## config.mk

```make
export PLATFORM = sky130hd
export DESIGN_NAME = utf8_stream_decoder
export DESIGN_NICKNAME = d
export VERILOG_FILES = /design/src/sv/utf8d_pkg.sv /design/src/sv/utf8d_step.sv /design/src/sv/utf8_stream_decoder.sv
export VERILOG_INCLUDE_DIRS = /design/src /design/src/sv
export SDC_FILE = /design/constraint.sdc
export NUM_CORES = 1
export LEC_CHECK = 0
export ABC_AREA = 1
export BUFFER_PORTS_ARGS = -buffer_cell sky130_fd_sc_hd__buf_2
export CORE_ASPECT_RATIO = 1.5
export CORE_MARGIN = 2
export CORE_UTILIZATION = 51
export CTS_CLUSTER_DIAMETER = 120
export DETAILED_ROUTE_END_ITERATION = 8
export HOLD_SLACK_MARGIN = 0.05
export PLACE_DENSITY = 0.75
export SYNTH_ARGS = -nofsm -noshare
export SYNTH_HDL_FRONTEND = slang
export SYNTH_SLANG_ARGS = --single-unit
```

## constraint.sdc

```tcl
create_clock -name clock -period 8.1 [get_ports clock]
set_input_delay 0.405 -clock clock [delete_from_list [all_inputs] [get_ports clock]]
set_output_delay 0.405 -clock clock [all_outputs]
set_load 0.02 [all_outputs]
```

## src/sv/utf8_stream_decoder_macros.svh

```systemverilog
// Assertion helpers for the UTF-8 stream decoder.
`ifndef UTF8_STREAM_DECODER_MACROS_SVH
`define UTF8_STREAM_DECODER_MACROS_SVH

`ifndef SYNTHESIS
// Check under clock, skipped while reset is high.
`define UTF8D_ASSERT(label, clk, rst, prop) \
   label: assert property (@(posedge clk) disable iff (rst) prop) \
      else $error("utf8d check failed");
// Check under clock, active during reset too.
`define UTF8D_ASSERT_ALWAYS(label, clk, prop) \
   label: assert property (@(posedge clk) prop) \
      else $error("utf8d check failed");
`else
`define UTF8D_ASSERT(label, clk, rst, prop)
`define UTF8D_ASSERT_ALWAYS(label, clk, prop)
`endif

`endif

```

## src/sv/utf8d_pkg.sv

```systemverilog
package utf8d_pkg;

   // Byte constants
   localparam logic [7:0] LEAD_MARK    = 8'd128;
   localparam logic [7:0] BYTE_MASK    = 8'hff;
   localparam logic [7:0] PAYLOAD_MASK = 8'd63;

   // Result status codes
   localparam logic [1:0] ST_CHAR  = 2'd0;
   localparam logic [1:0] ST_END   = 2'd1;
   localparam logic [1:0] ST_TRUNC = 2'd2;

   // Decoder state carried between bytes
   typedef struct packed {
      logic [2:0]  bytes_left;
      logic [3:0]  seq_length;
      logic [31:0] accumulator;
   } dec_state_type;

   // One decoded result
   typedef struct packed {
      logic        emit;
      logic [31:0] code_point;
      logic [1:0]  status;
      logic [3:0]  bytes_used;
   } dec_result_type;

endpackage

```

## src/sv/utf8d_step.sv

```systemverilog
module utf8d_step (
   input  logic [7:0]               text_byte,
   input  utf8d_pkg::dec_state_type state_cur,
   output utf8d_pkg::dec_state_type state_nxt,
   output utf8d_pkg::dec_result_type result
);
   import utf8d_pkg::*;

   // Count leading one bits of a byte, 0 to 8
   function automatic logic [3:0] lead_count(input logic [7:0] b);
      logic [3:0] n;
      logic       run;
      n   = 4'd0;
      run = 1'b1;
      for (int i = 7; i >= 0; i--) begin
         if (run && b[i]) begin
            n = n + 4'd1;
         end else begin
            run = 1'b0;
         end
      end
      return n;
   endfunction

   logic [3:0]  n_ones;
   logic [7:0]  lead_bits;
   logic [31:0] acc_shift;
   logic [2:0]  left_dec;
   logic [3:0]  taken;

   assign n_ones    = lead_count(text_byte);
   assign lead_bits = text_byte & (BYTE_MASK >> n_ones);
   assign acc_shift = {state_cur.accumulator[25:0], 6'b0}
                    | {24'd0, text_byte & PAYLOAD_MASK};
   assign left_dec  = state_cur.bytes_left - 3'd1;
   assign taken     = state_cur.seq_length - {1'b0, state_cur.bytes_left} + 4'd1;

   // Advance the decoder by one byte
   always_comb begin
      state_nxt         = state_cur;
      result.emit       = 1'b0;
      result.code_point = 32'd0;
      result.status     = ST_CHAR;
      result.bytes_used = 4'd1;
      if (state_cur.bytes_left == 3'd0) begin
         if (text_byte == 8'd0) begin
            result.emit   = 1'b1;
            result.status = ST_END;
         end else if ((text_byte & LEAD_MARK) == 8'd0) begin
            result.emit       = 1'b1;
            result.code_point = {24'd0, text_byte};
         end else if (n_ones == 4'd1) begin
            result.emit           = 1'b1;
            result.code_point     = {24'd0, lead_bits};
            state_nxt.accumulator = 32'd0;
         end else begin
            state_nxt.accumulator = {24'd0, lead_bits};
            state_nxt.seq_length  = n_ones;
            state_nxt.bytes_left  = n_ones[2:0] - 3'd1;
         end
      end else if (text_byte == 8'd0) begin
         result.emit       = 1'b1;
         result.status     = ST_TRUNC;
         result.bytes_used = taken;
         state_nxt         = '0;
      end else if (left_dec == 3'd0) begin
         result.emit       = 1'b1;
         result.code_point = acc_shift;
         result.bytes_used = state_cur.seq_length;
         state_nxt         = '0;
      end else begin
         state_nxt.accumulator = acc_shift;
         state_nxt.bytes_left  = left_dec;
      end
   end

endmodule

```

## src/sv/utf8_stream_decoder.sv

```systemverilog
// UTF-8 stream decoder: one text byte in per transfer, at most one code point out.
// Path: the byte transfer loads the input register, then one decode step writes the
// result register, which drives the result transfer.
// Throughput: 1 byte per cycle, set by the single decode step between the registers;
// a result held while rsp_ready is low stalls the input.
// Reset (synchronous, active high) clears both valid flags and the decoder state.
`include "utf8_stream_decoder_macros.svh"

module utf8_stream_decoder (
   input  logic        clock,
   input  logic        reset,
   input  logic        req_valid,
   output logic        req_ready,
   input  logic [7:0]  req_text_byte,
   output logic        rsp_valid,
   input  logic        rsp_ready,
   output logic [31:0] rsp_code_point,
   output logic [1:0]  rsp_status,
   output logic [3:0]  rsp_bytes_used
);
   import utf8d_pkg::*;

   logic           in_valid_ff, in_valid_in;
   logic [7:0]     in_byte_ff;
   dec_state_type  state_ff, state_in;
   dec_state_type  step_state;
   dec_result_type step_result;
   logic           out_valid_ff, out_valid_in;
   logic [31:0]    out_code_ff;
   logic [1:0]     out_status_ff;
   logic [3:0]     out_used_ff;
   logic           rsp_free;
   logic           fire;

   utf8d_step u_step (
      .text_byte (in_byte_ff),
      .state_cur (state_ff),
      .state_nxt (step_state),
      .result    (step_result)
   );

   // Process the held byte whenever the result register can take a result
   assign rsp_free  = !out_valid_ff || rsp_ready;
   assign fire      = in_valid_ff && rsp_free;
   assign req_ready = !in_valid_ff || fire;

   assign in_valid_in  = (req_valid && req_ready) || (in_valid_ff && !fire);
   assign state_in     = fire ? step_state : state_ff;
   assign out_valid_in = fire ? step_result.emit : (out_valid_ff && !rsp_ready);

   // Control registers
   always_ff @(posedge clock) begin
      if (reset) begin
         in_valid_ff  <= 1'b0;
         out_valid_ff <= 1'b0;
         state_ff     <= '0;
      end else begin
         in_valid_ff  <= in_valid_in;
         out_valid_ff <= out_valid_in;
         state_ff     <= state_in;
      end
   end

   // Payload registers: capture byte on transfer, result on a decode step that emits
   always_ff @(posedge clock) begin
      if (req_valid && req_ready) begin
         in_byte_ff <= req_text_byte;
      end
      if (fire && step_result.emit) begin
         out_code_ff   <= step_result.code_point;
         out_status_ff <= step_result.status;
         out_used_ff   <= step_result.bytes_used;
      end
   end

   assign rsp_valid      = out_valid_ff;
   assign rsp_code_point = out_code_ff;
   assign rsp_status     = out_status_ff;
   assign rsp_bytes_used = out_used_ff;

   // Mid-sequence state keeps a length longer than the bytes still due
   `UTF8D_ASSERT(a_seq_len, clock, reset,
      (state_ff.bytes_left != 3'd0) |->
      (state_ff.seq_length > {1'b0, state_ff.bytes_left}))
   // Idle state holds no partial character
   `UTF8D_ASSERT_ALWAYS(a_idle_clear, clock,
      (state_ff.bytes_left == 3'd0) |->
      (state_ff.seq_length == 4'd0 && state_ff.accumulator == 32'd0))
   // A new result only follows a decode step on a held byte
   `UTF8D_ASSERT(a_rsp_source, clock, reset,
      (out_valid_ff && !$past(out_valid_ff)) |-> $past(in_valid_ff))
   // End of text carries zero value and one byte
   `UTF8D_ASSERT(a_end_form, clock, reset,
      (out_valid_ff && out_status_ff == ST_END) |->
      (out_code_ff == 32'd0 && out_used_ff == 4'd1))

endmodule

```

==> out/qor.yml, run 1 <==
outcome:
  status: "finished, final reports clean"
power_and_ir_drop:
  max-vdd-ir-drop_mv: 0.121
  powerDensity_mw_per_mm2: 219
  p_leak_nw: 1.95
  total_power_mw: 1.01
floorplanning:
  io-pin-count: 52
  initial_core_util: 0.527
  fp-row-count: 39
  dieHeight_um: 113
  die_area_mm2: 0.00861
  coreArea_mm2: 0.00761
  die_w_um: 76.4
global_route:
  grt.total_usage: 0.211
  grt_pass1_wl_mm: 14.2
  overflow: 0
  grt_max_degree: 41
  grt_pass1_vias: 3107
  antenna_found_initial: 0
clocking:
  post_cts_buffers: 0
  htree_levels: 3
  cts_tree: "built"
  clk_path_buf_depth: 2
  cts_root_buffer: "clkbuf_16"
  clock_latency_ns: 0.34
  cts.clk_slew.worst_paths_ns: 0.06
  ctsHoldBuffers: 0
  cts_sinks: 81
  cts.repair.resized: 0
  numCtsBuffers: 9
critical_path:
  crit_family: "adder cells"
  max_stage_delay_ns: 0.53
  cp.arrival_ns: 5.40
  critPathMaxFanout: 38
  critPathBufInv: 5
  worst_path_max_delay_cell: "edfxtp_1"
  crit_path_start: "in_byte_ff[7]"
  cpMostUsedCell: "ha_1"
  crit_type: "reg -> reg"
  start_kind: "register"
  end_kind: "register"
  r2r-start: "in_byte_ff[7]"
  crit_required_ns: 8.08
placement:
  dp_hpwl_mm: 6.22
  portBuffers: 51
  place_area_mm2: 0.00434
  gp_congestion: 0.911
detailed_routing:
  drtAntennaViolNets: 0
  dr.pass1.iters: 4
  drtIter0Drc: 146
  viasPerCell: 5.25
  wl_per_cell_um: 13.9
  vias: 3174
  drcViolationCount: 0
  routed_wl_mm: 8.39
sta:
  fmax_ghz: 0.184
  setup_viol: 0
  min_period_ns: 5.42
  tightest_slew_ns: 1.11
  fin_hold_ws_ns: 0.241
  maxSlewHeadroom: 0.261
  hold_violations: 0
  rsz0062_at_grt: "false"
  fin_tns_setup_ns: 0
  drv_slew: 0
  period_share: 0.669
  skew_ns: 0.00444
logic_synthesis:
  synth_top_family_by_area: "simple AND/OR/NAND/NOR gates"
  synth_edf_count: 46
  synth_warnings: 0
  yosysSeqAreaShare: 0.519
  synth_cells: 450
  async_reset_ff_frac: 0
  ys_ff_latch: 81
  synth_area_leaders: "edfxtp_1, dfxtp_1, inv_1"
  synth.top_cells.by_count: "inv_1, nand2_1, nor2_1"
  syn_area_mm2: 0.00401
  synth_compound_area_frac: 0.116
  synth_mux_area_frac: 0
  synth_top_area_frac: 0.344
  yosys.area_share.adder: 0.0611
  yosys.area.top_type: "edfxtp_1"
  synth-xor-area-share: 0.00218
  avgSynthCellArea_um2: 8.91
  yosys.area_share.simple: 0.214
  synth_cell_types: 33
  yosysMostFrequentCell: "inv_1"
  syn_nets: 481
  synth-main-ff-cell: "edfxtp_1"
worst_hold_path:
  hold_class: "in -> reg"
  hp-start: "req_text_byte[4]"
layout:
  diodes: 0
  fin_area_mm2: 0.00460
  drive_above_1_share: 0.201
  area_growth_pct: 14.8
  utilization: 0.605
  nNetsFinal: 529
run:
  cap_violations: 0
==> layer usage <==
| layer | wire (um) | up-vias | global-route usage | part of all wire |
|---|---|---|---|---|
| li1 | - | 1583 | - | - |
| met1 | 3190 | 1473 | 0.223 | 0.38 |
| met2 | 4430 | 90 | 0.372 | 0.53 |
| met3 | 362 | 28 | 0.0514 | 0.043 |
| met4 | 412 | 0 | 0.138 | 0.049 |
| met5 | 0 | - | 0 | 0 |
==> worst paths after layout <==
kind / slack [ns] / end / cells after the start
setup / recovery: 2.68 / rsp_code_point[5] / 28
hold / removal: 0.24 / in_byte_ff[4] / 1
setup reg to reg: 2.68 / rsp_code_point[5] / 28
hold reg to reg: 0.46 / state_ff[22] / 2
==> cells by family after synthesis <==
logic type / after synthesis
compound gates: 79
fa+ha+maj: 19
flops: 81
simple gates: 178
xor+xnor: 1
buf+inv: 92
==> final cells by class <==
| class | instances | area, um2 |
|---|---|---|
| tap | 102 | 128 |
| inverter | 77 | 289 |
| fill | 691 | 3010 |
| clock inverter | 5 | 31.3 |
| timing repair buffer | 52 | 263 |
| sequential | 81 | 2080 |
| multi-input combinational | 277 | 1580 |
| clock buffer | 11 | 233 |
==> metrics by stage <==
step,worst slack (ns),instances
after global routing,2.32,605
after CTS,2.68,605
final,2.68,605
after floorplan,2.84,450
after global placement,2.89,589
after detailed placement,2.68,589
==> power breakdown <==
group / leakage (nW) / internal [mW] / switching, mW
logic: 1.12 / 0.0503 / 0.117
clock network: 0.126 / 0.206 / 0.154
registers: 0.707 / 0.467 / 0.0150
==> flip-flops by register name, indices dropped and copies added, names as in the netlist <==
name,count
in_byte_ff,8
in_valid_ff,1
rsp_code_point,32
state_ff,33
rsp_status,2
rsp_bytes_used,4
rsp_valid,1
==> cell usage in the layout, fill, tap and decap left out, types with 2 or more instances in the layout <==
cell and n:
inv_1 73, o22ai_1 4, a31oi_1 4, nand2_1 65, buf_2 51, a211oi_1 18, nor2_2 6, or2_2 2
inv_2 3, clkinvlp_4 2, ha_1 18, a21oi_1 34, clkinv_2 2, dfxtp_1 35, nand3_2 5, nand2_2 9
nor2_1 56, nand4_1 5, o21ai_0 15, clkbuf_1 2, nand3_1 20, clkbuf_16 9, edfxtp_1 46, nor2_4 5
(Power assumes the default switching activity.)
==> run 2, diff against run 1 <==
- PLACE_DENSITY: 0.75 -> 0.78
- clock period: 8.1 -> 4.95 ns (I/O delays scaled with it)
==> out/qor.yml, run 2 (synthesized netlist as in run 1, its figures left out) <==
power_and_ir_drop:
  p_leak_nw: 2.03  # +4.2%
  powerDensity_mw_per_mm2: 365  # +67%
  max-vdd-ir-drop_mv: 0.240  # +98%
  total_power_mw: 1.74  # +73%
sta:
  fmax_ghz: 0.214  # +16%
  period_share: 0.946  # +0.277
  tightest_slew_ns: 1.12  # +0.00750 ns
  maxSlewHeadroom: 0.256  # -0.00500
  skew_ns: 0.00726  # +0.00282 ns
  fin_hold_ws_ns: 0.0821  # -0.159 ns
  setup_viol: 0  # unchanged
  fin_ws_ns: 0.267  # -2.41 ns
  drv_slew: 0  # unchanged
  hold_violations: 0  # unchanged
  min_period_ns: 4.68  # -0.737 ns
critical_path:
  end_kind: "register"
  r2r-start: "in_byte_ff[7]"
  critPathMaxFanout: 7  # -82%
  start_kind: "register"
  cp.arrival_ns: 4.73  # -0.67 ns
  max_stage_delay_ns: 0.45  # -0.08 ns
  crit_type: "reg -> reg"
  cpMostUsedCell: "ha_1"
  crit_required_ns: 4.99  # -3.09 ns
  worst_path_max_delay_cell: "edfxtp_1"
  r2r_slack_ns: 0.27  # -2.41 ns
  r2r_cells: 28  # unchanged
  rr_endpoint: "rsp_code_point[29]"
detailed_routing:
  drcViolationCount: 0  # unchanged
  routed_wl_mm: 8.80  # +4.9%
  drtAntennaViolNets: 0  # unchanged
  viasPerCell: 5.22  # -0.41%
  drtIter0Drc: 185  # +27%
  dr.pass1.iters: 4  # unchanged
  vias: 3234  # +1.9%
  wl_per_cell_um: 14.2  # +2.5%
clocking:
  ctsHoldBuffers: 0  # unchanged
  clock_latency_ns: 0.34  # about the same
  numCtsBuffers: 9  # unchanged
  cts_sinks: 81  # unchanged
  cts_root_buffer: "clkbuf_16"
  cts_tree: "built"
  cts.clk_slew.worst_paths_ns: 0.06  # about the same
  clk_path_buf_depth: 2  # unchanged
  htree_levels: 3  # unchanged
floorplanning:
  io-pin-count: 52  # unchanged
  dieHeight_um: 113  # unchanged
  die_area_mm2: 0.00861  # unchanged
  fp-row-count: 39  # unchanged
  die_w_um: 76.4  # unchanged
  coreArea_mm2: 0.00761  # unchanged
  initial_core_util: 0.527  # unchanged
layout:
  seq_area_mm2: 0.00208  # unchanged
  area_growth_pct: 19.1
  fin_area_mm2: 0.00478  # +3.8%
  fill_cells: 642  # -7.1%
  layout_commonest_cell: "inv_1"
  top_register: "state_ff"
  nNetsFinal: 543  # +2.6%
  largest_reg_flops: 33  # unchanged
  final_cells: 619  # +2.3%
  layout_common_cells: "inv_1, nand2_1, nor2_1, buf_2, edfxtp_1"
  multi_input_area_mm2: 0.00159  # +0.40%
  diodes: 0  # unchanged
  drive_above_1_share: 0.232  # +0.0313
run:
  cap_violations: 0  # unchanged
global_route:
  antenna_found_initial: 0  # unchanged
  overflow: 0  # unchanged
  grt_max_degree: 41  # unchanged
  grt.total_usage: 0.215  # +0.00418
  grt_pass1_wl_mm: 14.6  # +3.3%
  grt_pass1_vias: 3173  # +2.1%
placement:
  portBuffers: 51  # unchanged
  place_area_mm2: 0.00444  # +2.3%
  dpl_worst_slack_ns: 0.156  # -2.53 ns
  gp_congestion: 0.910  # about the same
  dp_hpwl_mm: 6.40  # +2.9%
  dp_cells: 599  # +1.7%
worst_hold_path:
  whs_path_depth: 1  # unchanged
  hold_class: "in -> reg"
  hp-start: "req_text_byte[4]"
  whs_endpoint: "in_byte_ff[4]"
outcome:
  status: "finished, final reports clean"
run 2: cell types whose count changed in the layout (fill, tap and decap cells not counted), sizes merged:
cell	before	now
clkinvlp	2	3
buf	52	66
bufinv	0	1
inv	77	75
run 2: worst max path at each step:
stage,endpoint,cells past startpoint,slack [ns],start
2_1_floorplan,rsp_bytes_used[0],28,0.03,in_byte_ff[7]
3_3_place_gp,rsp_code_point[1],28,0.30,in_byte_ff[6]
3_5_place_dp,rsp_code_point[5],28,0.16,in_byte_ff[7]
4_1_cts,rsp_code_point[23],28,0.13,in_byte_ff[7]
5_1_grt,rsp_code_point[3],29,-0.05,in_byte_ff[7]
6_report,rsp_code_point[29],28,0.27,in_byte_ff[7]
run 2: stage by stage:
step	utilization	TNS, ns
after detailed placement	0.583	0
after CTS	0.623	0
after floorplan	-	0
after global routing	0.628	-0.942
final	0.628	0
after global placement	0.583	0
run 2: area by class of cell:
| type | count | area share |
|---|---|---|
| sequential | 81 | 0.436 |
| timing repair buffer | 66 | 0.0822 |
| clock buffer | 11 | 0.0508 |
| clock inverter | 5 | 0.0115 |
| multi-input combinational | 277 | 0.332 |
| inverter | 77 | 0.0613 |
| tap | 102 | 0.0267 |
run 2: critical path, delay by kind of cell, from the launching register on:
kind                     cells  cell delay [ns]
adder cells (fa/ha/maj)      7             1.82
AND/OR/NAND/NOR             15             1.43
buffers and inverters        5             0.56
flip-flops                   1             0.45
AO/OA/AOI/OAI                1             0.17
run 2: timing repair:
item,in CTS,in global routing
gates resized for setup,0,5
setup buffers,0,4
endpoints found under the setup margin,0,47
hold endpoints to repair,0,0
run 2: per-layer routing:
| layer | track usage | up-vias | share of wire |
|---|---|---|---|
| met5 | 0 | - | 0 |
| met4 | 0.103 | 0 | 0.030 |
| met3 | 0.0506 | 21 | 0.034 |
| met2 | 0.404 | 85 | 0.56 |
| met1 | 0.223 | 1515 | 0.38 |
| li1 | - | 1613 | - |
run 2: power breakdown:
part | internal (mW) | switching (mW) | total (mW)
logic | 0.100 | 0.200 | 0.300
clock network | 0.402 | 0.254 | 0.657
registers | 0.763 | 0.0227 | 0.786
total | 1.27 | 0.477 | 1.74
==> run 3, diff against run 2 <==
- PLACE_DENSITY: 0.78 -> 0.75
==> out/qor.yml, run 3 (synthesized netlist as in run 1, its figures left out) <==
detailed_routing:
  wl_per_cell_um: 14.7  # +3.3%
  vias: 3195  # -1.2%
  drtAntennaViolNets: 0  # unchanged
  routed_wl_mm: 9.13  # +3.8%
  drtIter0Drc: 183  # -1.1%
  drcViolationCount: 0  # unchanged
  dr.pass1.iters: 4  # unchanged
  viasPerCell: 5.14  # -1.7%
placement:
  gp_congestion: 0.913  # +0.37%
  portBuffers: 51  # unchanged
  place_area_mm2: 0.00441  # -0.79%
  dp_cells: 596  # -0.50%
  dp_hpwl_mm: 6.39  # -0.13%
layout:
  fin_area_mm2: 0.00485  # +1.4%
  layout_commonest_cell: "inv_1"
  utilization: 0.637  # +0.00904
  drive_above_1_share: 0.240  # +0.00828
  layout_common_cells: "inv_1, nand2_1, nor2_1, buf_2, edfxtp_1"
  nNetsFinal: 546  # +0.55%
  largest_reg_flops: 33  # unchanged
  fill_cells: 636  # -0.93%
  area_growth_pct: 20.8
  final_cells: 622  # +0.48%
  top_register: "state_ff"
  diodes: 0  # unchanged
global_route:
  antenna_found_initial: 0  # unchanged
  grt_pass1_wl_mm: 14.2  # -2.5%
  grt.total_usage: 0.214  # -0.00154
  overflow: 0  # unchanged
  grt_pass1_vias: 3071  # -3.2%
  grt_max_degree: 41  # unchanged
clocking:
  numCtsBuffers: 9  # unchanged
  cts_tree: "built"
  cts_sinks: 81  # unchanged
  ctsHoldBuffers: 0  # unchanged
  cts.clk_slew.worst_paths_ns: 0.06  # about the same
  cts_root_buffer: "clkbuf_16"
  clk_path_buf_depth: 2  # unchanged
  clock_latency_ns: 0.34  # about the same
  htree_levels: 3  # unchanged
critical_path:
  cp.arrival_ns: 4.80  # +0.07 ns
  worst-path-stages: 28  # unchanged
  cpMostUsedCell: "ha_1"
  r2r_slack_ns: 0.21  # -0.06 ns
  crit_required_ns: 5.01  # +0.02 ns
  max_stage_delay_ns: 0.45  # about the same
  r2r_cells: 28  # unchanged
  start_kind: "register"
  crit_family: "adder cells"
  worst_path_max_delay_cell: "edfxtp_1"
  end_kind: "register"
  critPathBufInv: 5  # unchanged
  crit_type: "reg -> reg"
  critPathMaxFanout: 6  # -1
sta:
  hold_violations: 0  # unchanged
  fin_hold_ws_ns: 0.0797  # -0.00241 ns
  min_period_ns: 4.74  # +0.0603 ns
  setup_viol: 0  # unchanged
  drv_slew: 0  # unchanged
  maxSlewHeadroom: 0.270  # +0.0148
  skew_ns: 0.00500  # -0.00227 ns
  period_share: 0.958  # +0.0122
  fin_tns_setup_ns: 0  # unchanged
  tightest_slew_ns: 1.09  # -0.0221 ns
  fmax_ghz: 0.211  # -1.3%
floorplanning:
  die_area_mm2: 0.00861  # unchanged
  fp-row-count: 39  # unchanged
  io-pin-count: 52  # unchanged
  die_w_um: 76.4  # unchanged
  initial_core_util: 0.527  # unchanged
  dieHeight_um: 113  # unchanged
  coreArea_mm2: 0.00761  # unchanged
power_and_ir_drop:
  max-vdd-ir-drop_mv: 0.231  # -3.5%
  p_leak_nw: 2.06  # +1.2%
  powerDensity_mw_per_mm2: 360  # -1.2%
run:
  cap_violations: 0  # unchanged
worst_hold_path:
  whs_path_depth: 1  # unchanged
  hold_class: "in -> reg"
outcome:
  status: "finished, final reports clean"
-- run 3: cell type report --
class,count,area [um2],area share
clock buffer,11,233,0.0480
tap,102,128,0.0263
multi-input combinational,277,1600,0.331
timing repair buffer,69,453,0.0934
sequential,81,2080,0.430
clock inverter,5,56.3,0.0116
inverter,77,293,0.0604
-- run 3: final timing paths --
kind	from	endpoint
setup / recovery	in_byte_ff[7]	rsp_code_point[10]
hold / removal	req_text_byte[7]	in_byte_ff[7]
setup reg to reg	in_byte_ff[7]	rsp_code_point[10]
hold reg to reg	state_ff[22]	state_ff[22]
-- run 3: metal layers --
layer  wire length, um  GRT usage
met5                 0          0
met4               223     0.0994
met3               329     0.0539
met2              5000      0.396
met1              3580      0.224
-- run 3: where the power goes --
part / leakage (nW) / internal, mW / switching [mW]
logic: 1.21 / 0.107 / 0.202
clock network: 0.139 / 0.390 / 0.260
registers: 0.707 / 0.763 / 0.0233
-- run 3: worst reg2reg max path: cells and delay by family (launching register included) --
family	cells	cell delay, ns
buf+inv	5	0.64
fa+ha+maj	7	1.73
simple gates	15	1.47
flops	1	0.45
compound gates	1	0.16
-- run 3: what timing repair did --
action / 4_1_cts / 5_1_grt
endpoints found under the setup margin: 0 / 49
buffers inserted: 0 / 5
gates resized for setup: 0 / 9
-- run 3: per-stage QoR --
step / total power, mW / setup WS [ns]
detailed placement: 1.08 / 0.0718
global placement: 1.08 / 0.281
global route: 1.82 / -0.0480
finish: 1.75 / 0.207
floorplan: 0.998 / 0.0270
CTS: 1.73 / 0.0552
